===== src/hdl/crds_pkg.sv =====
package crds_pkg;

    localparam int ROM_WORDS   = 256;
    localparam int ROM_AW      = $clog2(ROM_WORDS);
    localparam int IDX_W       = ROM_AW + 1;
    localparam int STACK_DEPTH = 16;
    localparam int STACK_AW    = $clog2(STACK_DEPTH);
    localparam int CNT_W       = STACK_AW + 1;
    localparam int INFO_WORDS  = 5;

    localparam logic [31:0] ROOT_REF = 32'hc000_0005;
    localparam logic [47:0] ROM_BASE = 48'hffff_f000_0400;
    localparam logic [1:0]  DIR_TYPE = 2'd3;

    localparam logic [1:0] CMD_START = 2'd0;
    localparam logic [1:0] CMD_RESP  = 2'd1;
    localparam logic [1:0] CMD_READ  = 2'd2;

    localparam logic [2:0] ST_REQ  = 3'd0;
    localparam logic [2:0] ST_DONE = 3'd1;
    localparam logic [2:0] ST_FAIL = 3'd2;
    localparam logic [2:0] ST_DATA = 3'd3;
    localparam logic [2:0] ST_IGN  = 3'd4;

    localparam logic [1:0] PH_IDLE = 2'd0;
    localparam logic [1:0] PH_INFO = 2'd1;
    localparam logic [1:0] PH_HEAD = 2'd2;
    localparam logic [1:0] PH_BODY = 2'd3;

    typedef struct packed {
        logic [1:0]       phase;
        logic [CNT_W-1:0] stack_count;
        logic [IDX_W-1:0] cur_index;
        logic [IDX_W-1:0] block_end;
        logic [31:0]      cur_ref;
        logic [IDX_W-1:0] max_length;
    } t_state;

    typedef struct packed {
        logic [1:0]  cmd;
        logic        response_ok;
        logic [31:0] quadlet;
    } t_item;

    typedef struct packed {
        logic [2:0]  status;
        logic [7:0]  request_index;
        logic [47:0] request_address;
        logic [8:0]  rom_length;
        logic [31:0] data;
    } t_result;

    typedef struct packed {
        logic                rom_we;
        logic [ROM_AW-1:0]   rom_addr;
        logic [31:0]         rom_data;
        logic                stk_we;
        logic [STACK_AW-1:0] stk_addr;
        logic [31:0]         stk_data;
    } t_mem_wr;

endpackage


===== src/hdl/crds_step.sv =====
module crds_step
    import crds_pkg::*;
(
    input  t_state  i_state,
    input  t_item   i_item,
    input  logic [31:0] i_stk_rd,
    input  logic [31:0] i_rom_rd,
    output t_state  o_state,
    output t_result o_result,
    output t_mem_wr o_wr
);

    logic [IDX_W-1:0] nxt_idx;
    logic [17:0]      head_end;
    logic             do_end;
    logic             do_next;
    logic [31:0]      top_ref;
    logic [31:0]      push_val;
    logic             push_ok;

    always_comb begin
        nxt_idx  = i_state.cur_index + IDX_W'(1);
        head_end = 18'(i_state.cur_index) + 18'(i_item.quadlet[31:16]) + 18'd1;
        push_val = i_item.quadlet + 32'(i_state.cur_index);
        push_ok  = (i_state.cur_ref[31:30] == DIR_TYPE) && (i_item.quadlet[31:30] > 2'd1)
                   && (i_state.stack_count < CNT_W'(STACK_DEPTH));

        o_state  = i_state;
        o_result = '0;
        o_result.status = ST_IGN;
        o_wr     = '0;
        do_end   = 1'b0;
        do_next  = 1'b0;
        top_ref  = i_stk_rd;

        unique case (i_item.cmd)
            CMD_START: begin
                o_state       = '0;
                o_state.phase = PH_INFO;
                o_result.status = ST_REQ;
            end
            CMD_RESP: begin
                if (i_state.phase == PH_IDLE) begin
                    o_result.status = ST_IGN;
                end else if (!i_item.response_ok || i_state.cur_index[IDX_W-1]) begin
                    o_state.phase   = PH_IDLE;
                    o_result.status = ST_FAIL;
                end else begin
                    o_wr.rom_we   = 1'b1;
                    o_wr.rom_addr = i_state.cur_index[ROM_AW-1:0];
                    o_wr.rom_data = i_item.quadlet;
                    unique case (i_state.phase)
                        PH_INFO: begin
                            if (i_state.cur_index == '0 && i_item.quadlet == '0) begin
                                o_state.phase   = PH_IDLE;
                                o_result.status = ST_FAIL;
                            end else begin
                                o_state.cur_index = nxt_idx;
                                if (nxt_idx < IDX_W'(INFO_WORDS)) begin
                                    o_result.status        = ST_REQ;
                                    o_result.request_index = 8'(nxt_idx);
                                end else begin
                                    o_state.max_length  = nxt_idx;
                                    o_state.stack_count = CNT_W'(1);
                                    top_ref = ROOT_REF;
                                    do_next = 1'b1;
                                end
                            end
                        end
                        PH_HEAD: begin
                            if (head_end > 18'(ROM_WORDS)) begin
                                o_state.phase   = PH_IDLE;
                                o_result.status = ST_FAIL;
                            end else begin
                                o_state.block_end = head_end[IDX_W-1:0];
                                o_state.cur_index = nxt_idx;
                                if (18'(nxt_idx) < head_end) begin
                                    o_state.phase          = PH_BODY;
                                    o_result.status        = ST_REQ;
                                    o_result.request_index = 8'(nxt_idx);
                                end else begin
                                    do_end = 1'b1;
                                end
                            end
                        end
                        PH_BODY: begin
                            if (push_ok) begin
                                o_wr.stk_we   = 1'b1;
                                o_wr.stk_addr = i_state.stack_count[STACK_AW-1:0];
                                o_wr.stk_data = push_val;
                                o_state.stack_count = i_state.stack_count + CNT_W'(1);
                                top_ref = push_val;
                            end
                            o_state.cur_index = nxt_idx;
                            if (nxt_idx < i_state.block_end) begin
                                o_result.status        = ST_REQ;
                                o_result.request_index = 8'(nxt_idx);
                            end else begin
                                do_end = 1'b1;
                            end
                        end
                        default: begin
                            o_result.status = ST_IGN;
                        end
                    endcase
                end
            end
            CMD_READ: begin
                o_result.status = ST_DATA;
                o_result.data   = i_rom_rd;
            end
            default: begin
                o_result.status = ST_IGN;
            end
        endcase

        if (do_end && o_state.max_length < o_state.cur_index) begin
            o_state.max_length = o_state.cur_index;
        end

        if (do_end || do_next) begin
            if (o_state.stack_count == '0) begin
                o_state.phase       = PH_IDLE;
                o_result.status     = ST_DONE;
                o_result.rom_length = 9'(o_state.max_length);
            end else begin
                o_state.stack_count = o_state.stack_count - CNT_W'(1);
                o_state.cur_ref     = top_ref;
                if (top_ref[23:0] >= 24'(ROM_WORDS)) begin
                    o_state.phase   = PH_IDLE;
                    o_result.status = ST_FAIL;
                end else begin
                    o_state.cur_index      = top_ref[IDX_W-1:0];
                    o_state.phase          = PH_HEAD;
                    o_result.status        = ST_REQ;
                    o_result.request_index = 8'(top_ref[ROM_AW-1:0]);
                end
            end
        end

        if (o_result.status == ST_REQ) begin
            o_result.request_address = ROM_BASE + {38'd0, o_result.request_index, 2'b00};
        end
    end

endmodule


===== config.mk =====
export PLATFORM = sky130hd
export DESIGN_NAME = crds_step
export DESIGN_NICKNAME = d
export VERILOG_FILES = /design/src/hdl/crds_pkg.sv /design/src/hdl/crds_step.sv
export SDC_FILE = /design/constraint.sdc
export NUM_CORES = 1
export LEC_CHECK = 0
export ABC_CLOCK_PERIOD_IN_PS = 7700
export BUFFER_PORTS_ARGS = -buffer_cell sky130_fd_sc_hd__buf_2
export CORE_AREA = 4 4 158 160
export DETAILED_ROUTE_END_ITERATION = 12
export DIE_AREA = 0 0 162 164
export SETUP_SLACK_MARGIN = 0.4
export SKIP_LAST_GASP = 1
export SYNTH_ARGS = -nofsm -noshare
export SYNTH_HDL_FRONTEND = slang
export SYNTH_SLANG_ARGS = --single-unit

===== constraint.sdc =====
create_clock -name vclk -period 7.7
set_input_delay 1.54 -clock vclk [all_inputs]
set_output_delay 1.54 -clock vclk [all_outputs]
set_load 0.005 [all_outputs]

Yosys cells after proc, flatten, opt, wreduce, memory -nomap -nowiden --
Cells that the tools add are included.
Cells by class: reduce and logical (&&, ||, !) cells 13, $add $sub $neg 7, $lt $le $gt $ge 8, equal/unequal tests 6, mux-type cells 79
Operators with widths (count):
- $mux 32 | 10
- $mux 78 | 3
- $mux 9 | 10
- $mux 37 | 2
- $pmux 32 s2 | 1
- $mux 8 | 7
- $pmux 25 s2 | 1
- $mux 48 | 1
- $mux 11 | 4
- $add 32x9->32 | 1
- $logic_not 32->1 | 1
- $add 29x11->30 const A | 1
- $mux 14 | 2
- $pmux 9 s3 | 1
- $mux 25 | 1
- $ge 24x9->1 const B | 1
- $pmux 8 s3 | 1
- $mux 23 | 1
- $add 17x1->18 const B | 1
- $gt 18x9->1 const B | 1
- $lt 9x18->1 | 1
- $lt 9x9->1 | 2
- $mux 18 | 1
- $pmux 3 s3 | 2
- other kinds (25) | 56
Word-level totals: logic and storage cells 113, bits of input ports 165, register bits after elaboration 0, output and inout port bits 244

Logic depth before layout (Yosys ltp) --
Gate-level depths: netlist (run 1).
depth after elaboration 14, depth in mapped cells 25, mapped depth without buffers 24

Worst setup path before layout (run 1) --
Ideal clock, no wire load.
path type in2out, start input port i_state[50] (netlist bit), end output port o_result[34] (netlist bit), path buffers 1, stages 25, slack -0.216 ns, required time 6.160 ns, arrival time 6.376 ns, cell sequence buf_2 -> inv_1 -> ha_1 -> inv_1 -> fa_1 -> a211oi_2 -> o21ai_1 -> o31ai_2 -> xor2_2 -> o221a_2 -> nand4_2 -> a21oi_1 -> a21boi_0 -> a21oi_1 -> ha_1 -> a21o_1 -> a21o_1 -> a21o_1 -> a21oi_1 -> o21ai_0 -> nor2_1 -> a32oi_1 -> a31oi_1 -> nor2_1 -> a311oi_1
RTL lines:
- start: declaration | RTL line crds_step.sv:4 | input t_state i_state,
- end: declaration | RTL line crds_step.sv:9 | output t_result o_result,

==> metrics.txt, run 1 <==
Global Route Usage Sum=25.5%; Critical Path Fanout Max=3; syn_area_per_cell=6.42 um2; largest family of logic cells by synthesized area=simple AND/OR/NAND/NOR gates; HPWL after detailed placement=31,500 um; DRT iter0 DRCs=642; Yosys warning count=0; most common cell after layout, fill and taps aside=buf_2; adder-cell share of the synthesized area=11.2%; Via density=5.43; final worst-path cycle share=99.8%; maximum clock frequency=130 MHz; # clk buffers=0; area growth from synthesis to layout=55.5%; post-synthesis sequential area ratio=0%; startpoint types=input pin; nets=1,634; Worst Path Arrival=6.15 ns; worst setup path endpoint=o_result[33]; core area=23,400 um2; Tightest Hold Check Type=input pin to output port; max-slew violation count=0; largest net degree at the start of global routing=66; hold slack=3.35 ns; Synth Area in Simple Gates=36.1%; Pre-antenna DRT Iters=5; first-pass GRT wire length=52,800 um; post-synthesis mux area share=2.62%; Synth Instances=961; area of the mapped netlist=6170 um2; outcome=completed; area occupied by multi-input gates=5900 um2; Die X=162 um; share of cells above drive strength 1=44.0%; count of final setup violators=0; Filler cells=2,598; global route overflow=0; Area contributors post-synth=ha_1, and2_1, a21oi_1; final hold viol count=0; Required @ worst endpoint=6.16 ns; Seq. cell area=0 um2; DR WL/cell=21.3 um; die height=164 um; RSZ-0062 raised after global routing=yes; Setup CP Type=input pin to output port; die area=26,600 um2; Post-Synth XOR/XNOR Area=4.67%; Critical Path Sink Type=output port; MaxCap Viol Count=0; Period minus WS final=7.69 ns; Worst Tran Pin Value=0.999 ns; post-synthesis compound-gate area fraction=34.2%; area leader, netlist=ha_1; Initial Utilization=26.3%; post-route ant nets=0; row count=56; FFs & Latches=0; HP Start=i_rom_rd[24]; Placer Congestion=0.972; DR vias=9,429; WHS Path Cells=3; # IOs=409; # DRC=0; initial antenna violation count=8; CP Launch Point=i_item[16]; vias in the first global route=8,880; Yosys cell types=92; commonest cells after routing, fill and taps aside=buf_2, buf_4, nor2_1; Yosys top cell area share=10.6%; I/O Buffers=390; relative slew slack=33.4%; Post-Route WL=37,000 um
==> cells in the mapped netlist (all sizes together), types with 13 or more instances <==
cell type,n
buf,59
nor3,23
nor4,19
a21oi,83
mux2i,15
a211oi,20
o21ai,73
xnor2,20
nand3,61
nor2,86
and3,14
and2,76
or2,13
inv,38
clkbuf,34
nand2,65
ha,52
==> worst min-delay path by stage <==
stage and to:
2_1_floorplan o_wr[46], 3_3_place_gp o_result[31], 3_5_place_dp o_result[17], 4_1_cts o_result[17]
5_1_grt o_result[3], 6_report o_result[24]
==> through the flow <==
step / util [%] / setup WS [ns] / area [um2] / setup TNS [ns] / std cells
6_report: 41.0 / 0.0145 / 9590 / 0 / 1735
5_1_grt: 41.0 / -0.213 / 9590 / -2.04 / 1734
4_1_cts: 40.0 / 0.00271 / 9350 / 0 / 1725
3_5_place_dp: 38.8 / -0.223 / 9070 / -1.91 / 1712
3_3_place_gp: 38.8 / -0.123 / 9070 / -0.347 / 1712
2_1_floorplan: - / 0.250 / 6340 / 0 / 979
==> per-layer routing <==
layer,vias to the layer above,routed length [um],track usage [%]
li1,4416,-,-
met1,4325,14200,30.8
met2,574,18000,45.8
met3,102,3170,4.14
met4,12,1540,8.80
met5,-,76,0
==> worst max-delay path, cell delays in order <==
cell and delay, ns:
buf_8 0.10, inv_6 0.05, ha_4 0.12, inv_2 0.03
fa_2 0.36, a211oi_4 0.29, nor3_2 0.09, or3_4 0.42
o2111a_1 0.14, or3_4 0.39, nand4_4 0.11, a21oi_2 0.06
a21boi_2 0.17, a21oi_2 0.15, ha_1 0.27, a21o_1 0.17
a21o_1 0.18, a21o_1 0.20, a21oi_4 0.15, o21ai_2 0.08
nor2_2 0.13, a32oi_2 0.14, buf_4 0.16, buf_6 0.11
nor2_4 0.12, nor3_2 0.08, a211oi_1 0.18, buf_2 0.15
==> area by class of cell <==
class / instances / area share [%]
Antenna cell: 3 / 0.0783
Timing Repair Buffer: 527 / 32.5
Tap cell: 319 / 4.16
Multi-Input combinational cell: 848 / 61.6
Inverter: 38 / 1.70
==> cells by family after synthesis <==
group,Yosys count
buf+inv,131
xor+xnor,32
fa+ha+maj,54
mux,16
simple gates,417
other cells,1
compound gates,310
==> repair_timing <==
item / CTS / global route
endpoints found under the setup margin: 44 / 54
gates resized for setup: 37 / 39
pin swaps: 27 / 18
cloned: 1 / 0
setup buffers: 12 / 7
hold buffers: 0 / 0
==> run 2: changes to the inputs <==
--- a/config.mk
+++ b/config.mk
@@ -7,9 +7,9 @@
 export LEC_CHECK = 0
 export ABC_CLOCK_PERIOD_IN_PS = 7700
 export BUFFER_PORTS_ARGS = -buffer_cell sky130_fd_sc_hd__buf_2
-export CORE_AREA = 4 4 158 160
+export CORE_AREA = 4 4 163 165
 export DETAILED_ROUTE_END_ITERATION = 12
-export DIE_AREA = 0 0 162 164
+export DIE_AREA = 0 0 167 169
 export SETUP_SLACK_MARGIN = 0.4
 export SKIP_LAST_GASP = 1
 export SYNTH_ARGS = -nofsm -noshare
==> run 2 against run 1 <==
The run now ends with setup timing left. Clock-buffer cell count unchanged. Die area increased by 6.2%. Via count about the same. Global-route usage decreased by 1.3 points. Largest cell class unchanged.
==> metrics.txt, run 2 (synthesized netlist as in run 1, its figures left out) <==
row count=58 (was 56); slack of the critical path=-0.0974 ns (was 0.0145 ns); DR WL/cell=21.0 um (was 21.3 um); nets=1,662 (was 1,634); Global Route Usage Sum=24.2% (was 25.5%); # IOs=409 (unchanged); Post-Route WL=37,300 um (was 37,000 um); Tightest Hold Check Type=input pin to output port (unchanged); die height=169 um (was 164 um); I/O Buffers=390 (unchanged); Via density=5.32 (was 5.43); RSZ-0062 raised after global routing=yes (unchanged); first-pass GRT wire length=54,400 um (was 52,800 um); Worst Path Arrival=6.26 ns (was 6.15 ns); # DRC=0 (unchanged); post-layout instance area=9770 um2 (was 9590 um2); HPWL after detailed placement=31,700 um (was 31,500 um); MaxCap Viol Count=0 (unchanged); Seq. cell area=0 um2 (unchanged); Initial Utilization=24.6% (was 26.3%); DRT iter0 DRCs=713 (was 642); Worst Tran Pin Value=0.858 ns (was 0.999 ns); Filler cells=2,737 (was 2,598); die area=28,200 um2 (was 26,600 um2); largest net degree at the start of global routing=66 (unchanged); WHS Path Cells=3 (unchanged); post-place instance area=9220 um2 (was 9070 um2); Critical Path Fanout Max=4 (was 3); DR vias=9,430 (was 9,429); # clk buffers=0 (unchanged); vias in the first global route=8,964 (was 8,880); relative slew slack=42.8% (was 33.4%); maximum clock frequency=128 MHz (was 130 MHz); startpoint types=input pin (unchanged); Critical Path Sink Type=output port (unchanged); Setup CP Type=input pin to output port (unchanged); core area=25,000 um2 (was 23,400 um2); global route overflow=0 (unchanged); hold buffers post-CTS=0 (unchanged); area growth from synthesis to layout=58.4% (was 55.5%); FFs & Latches=0 (unchanged); final worst-path cycle share=101% (was 99.8%); post-route ant nets=0 (unchanged); area occupied by multi-input gates=5900 um2 (about the same); Placer Congestion=0.960 (was 0.972); Pre-antenna DRT Iters=5 (unchanged); commonest cells after routing, fill and taps aside=buf_2, buf_4, nor2_1 (unchanged); Die X=167 um (was 162 um); final hold viol count=0 (unchanged); count of final setup violators=13 (was 0); failing checks=setup timing; most common cell after layout, fill and taps aside=buf_2 (unchanged); Required @ worst endpoint=6.16 ns (about the same); share of cells above drive strength 1=44.8% (was 44.0%); hold slack=3.35 ns (about the same); initial antenna violation count=6 (was 8); Period minus WS final=7.80 ns (was 7.69 ns); outcome=finished, violations left (was completed); max-slew violation count=0 (unchanged); Post-Route Utilization=39.0% (was 41.0%)
-- run 2: cell types whose count changed in the layout (fill, tap and decap cells not counted), moves of 2 or more --
cell	change
a21oi_1	-3
a21oi_2	+5
a21oi_4	-2
a311oi_2	-2
buf_12	-3
buf_2	-2
buf_4	+27
buf_6	+6
nor2_2	-2
nor2_4	+2
nor3_1	+2
nor3_2	-4
nor3_4	+2
-- run 2: layer usage --
layer,share of wire (%),global-route usage (%),up-vias
met5,0.15,0,-
met4,2.8,5.55,8
met3,7.4,3.27,71
met2,49,43.9,486
met1,41,30.5,4385
li1,-,-,4480
-- run 2: final timing paths --
kind | start | end | slack [ns]
min | i_rom_rd[30] | o_result[30] | 3.35
max | i_item[16] | o_result[39] | -0.1
-- run 2: repair_timing --
action / in CTS / in global routing
buffers inserted: 15 / 11
setup endpoints to repair: 18 / 64
resized for setup: 47 / 27
gates cloned: 0 / 1
pin swaps: 29 / 26
-- run 2: critical path: stages --
cell	delay [ns]
buf_8	0.10
inv_4	0.05
ha_4	0.12
inv_2	0.03
fa_2	0.36
a211oi_4	0.29
nor3_2	0.09
or3_4	0.41
o2111a_1	0.15
or3_4	0.39
nand4_4	0.11
a21oi_2	0.06
a21boi_2	0.16
a21oi_2	0.17
ha_1	0.27
a21o_1	0.16
a21o_1	0.17
a21o_1	0.18
a21oi_2	0.17
o21ai_2	0.09
nor2_2	0.16
a32oi_2	0.14
a31oi_2	0.17
buf_4	0.16
buf_6	0.12
nor2_1	0.06
a311oi_1	0.19
buf_2	0.15
-- run 2: area by class of cell --
type / instances / area share, %
diodes: 3 / 0.0769
multi-input cells: 849 / 60.4
well taps: 330 / 4.23
inverters: 38 / 1.64
repair buffers: 554 / 33.7
-- run 2: metrics by stage --
| step | TNS, ns | cells | worst slack (ns) |
|---|---|---|---|
| floorplan | 0 | 979 | 0.250 |
| finish | -0.673 | 1774 | -0.0974 |
| detailed placement | -3.15 | 1744 | -0.361 |
| global placement | -1.69 | 1744 | -0.254 |
| CTS | -0.148 | 1759 | -0.0438 |
| global route | -5.27 | 1772 | -0.355 |
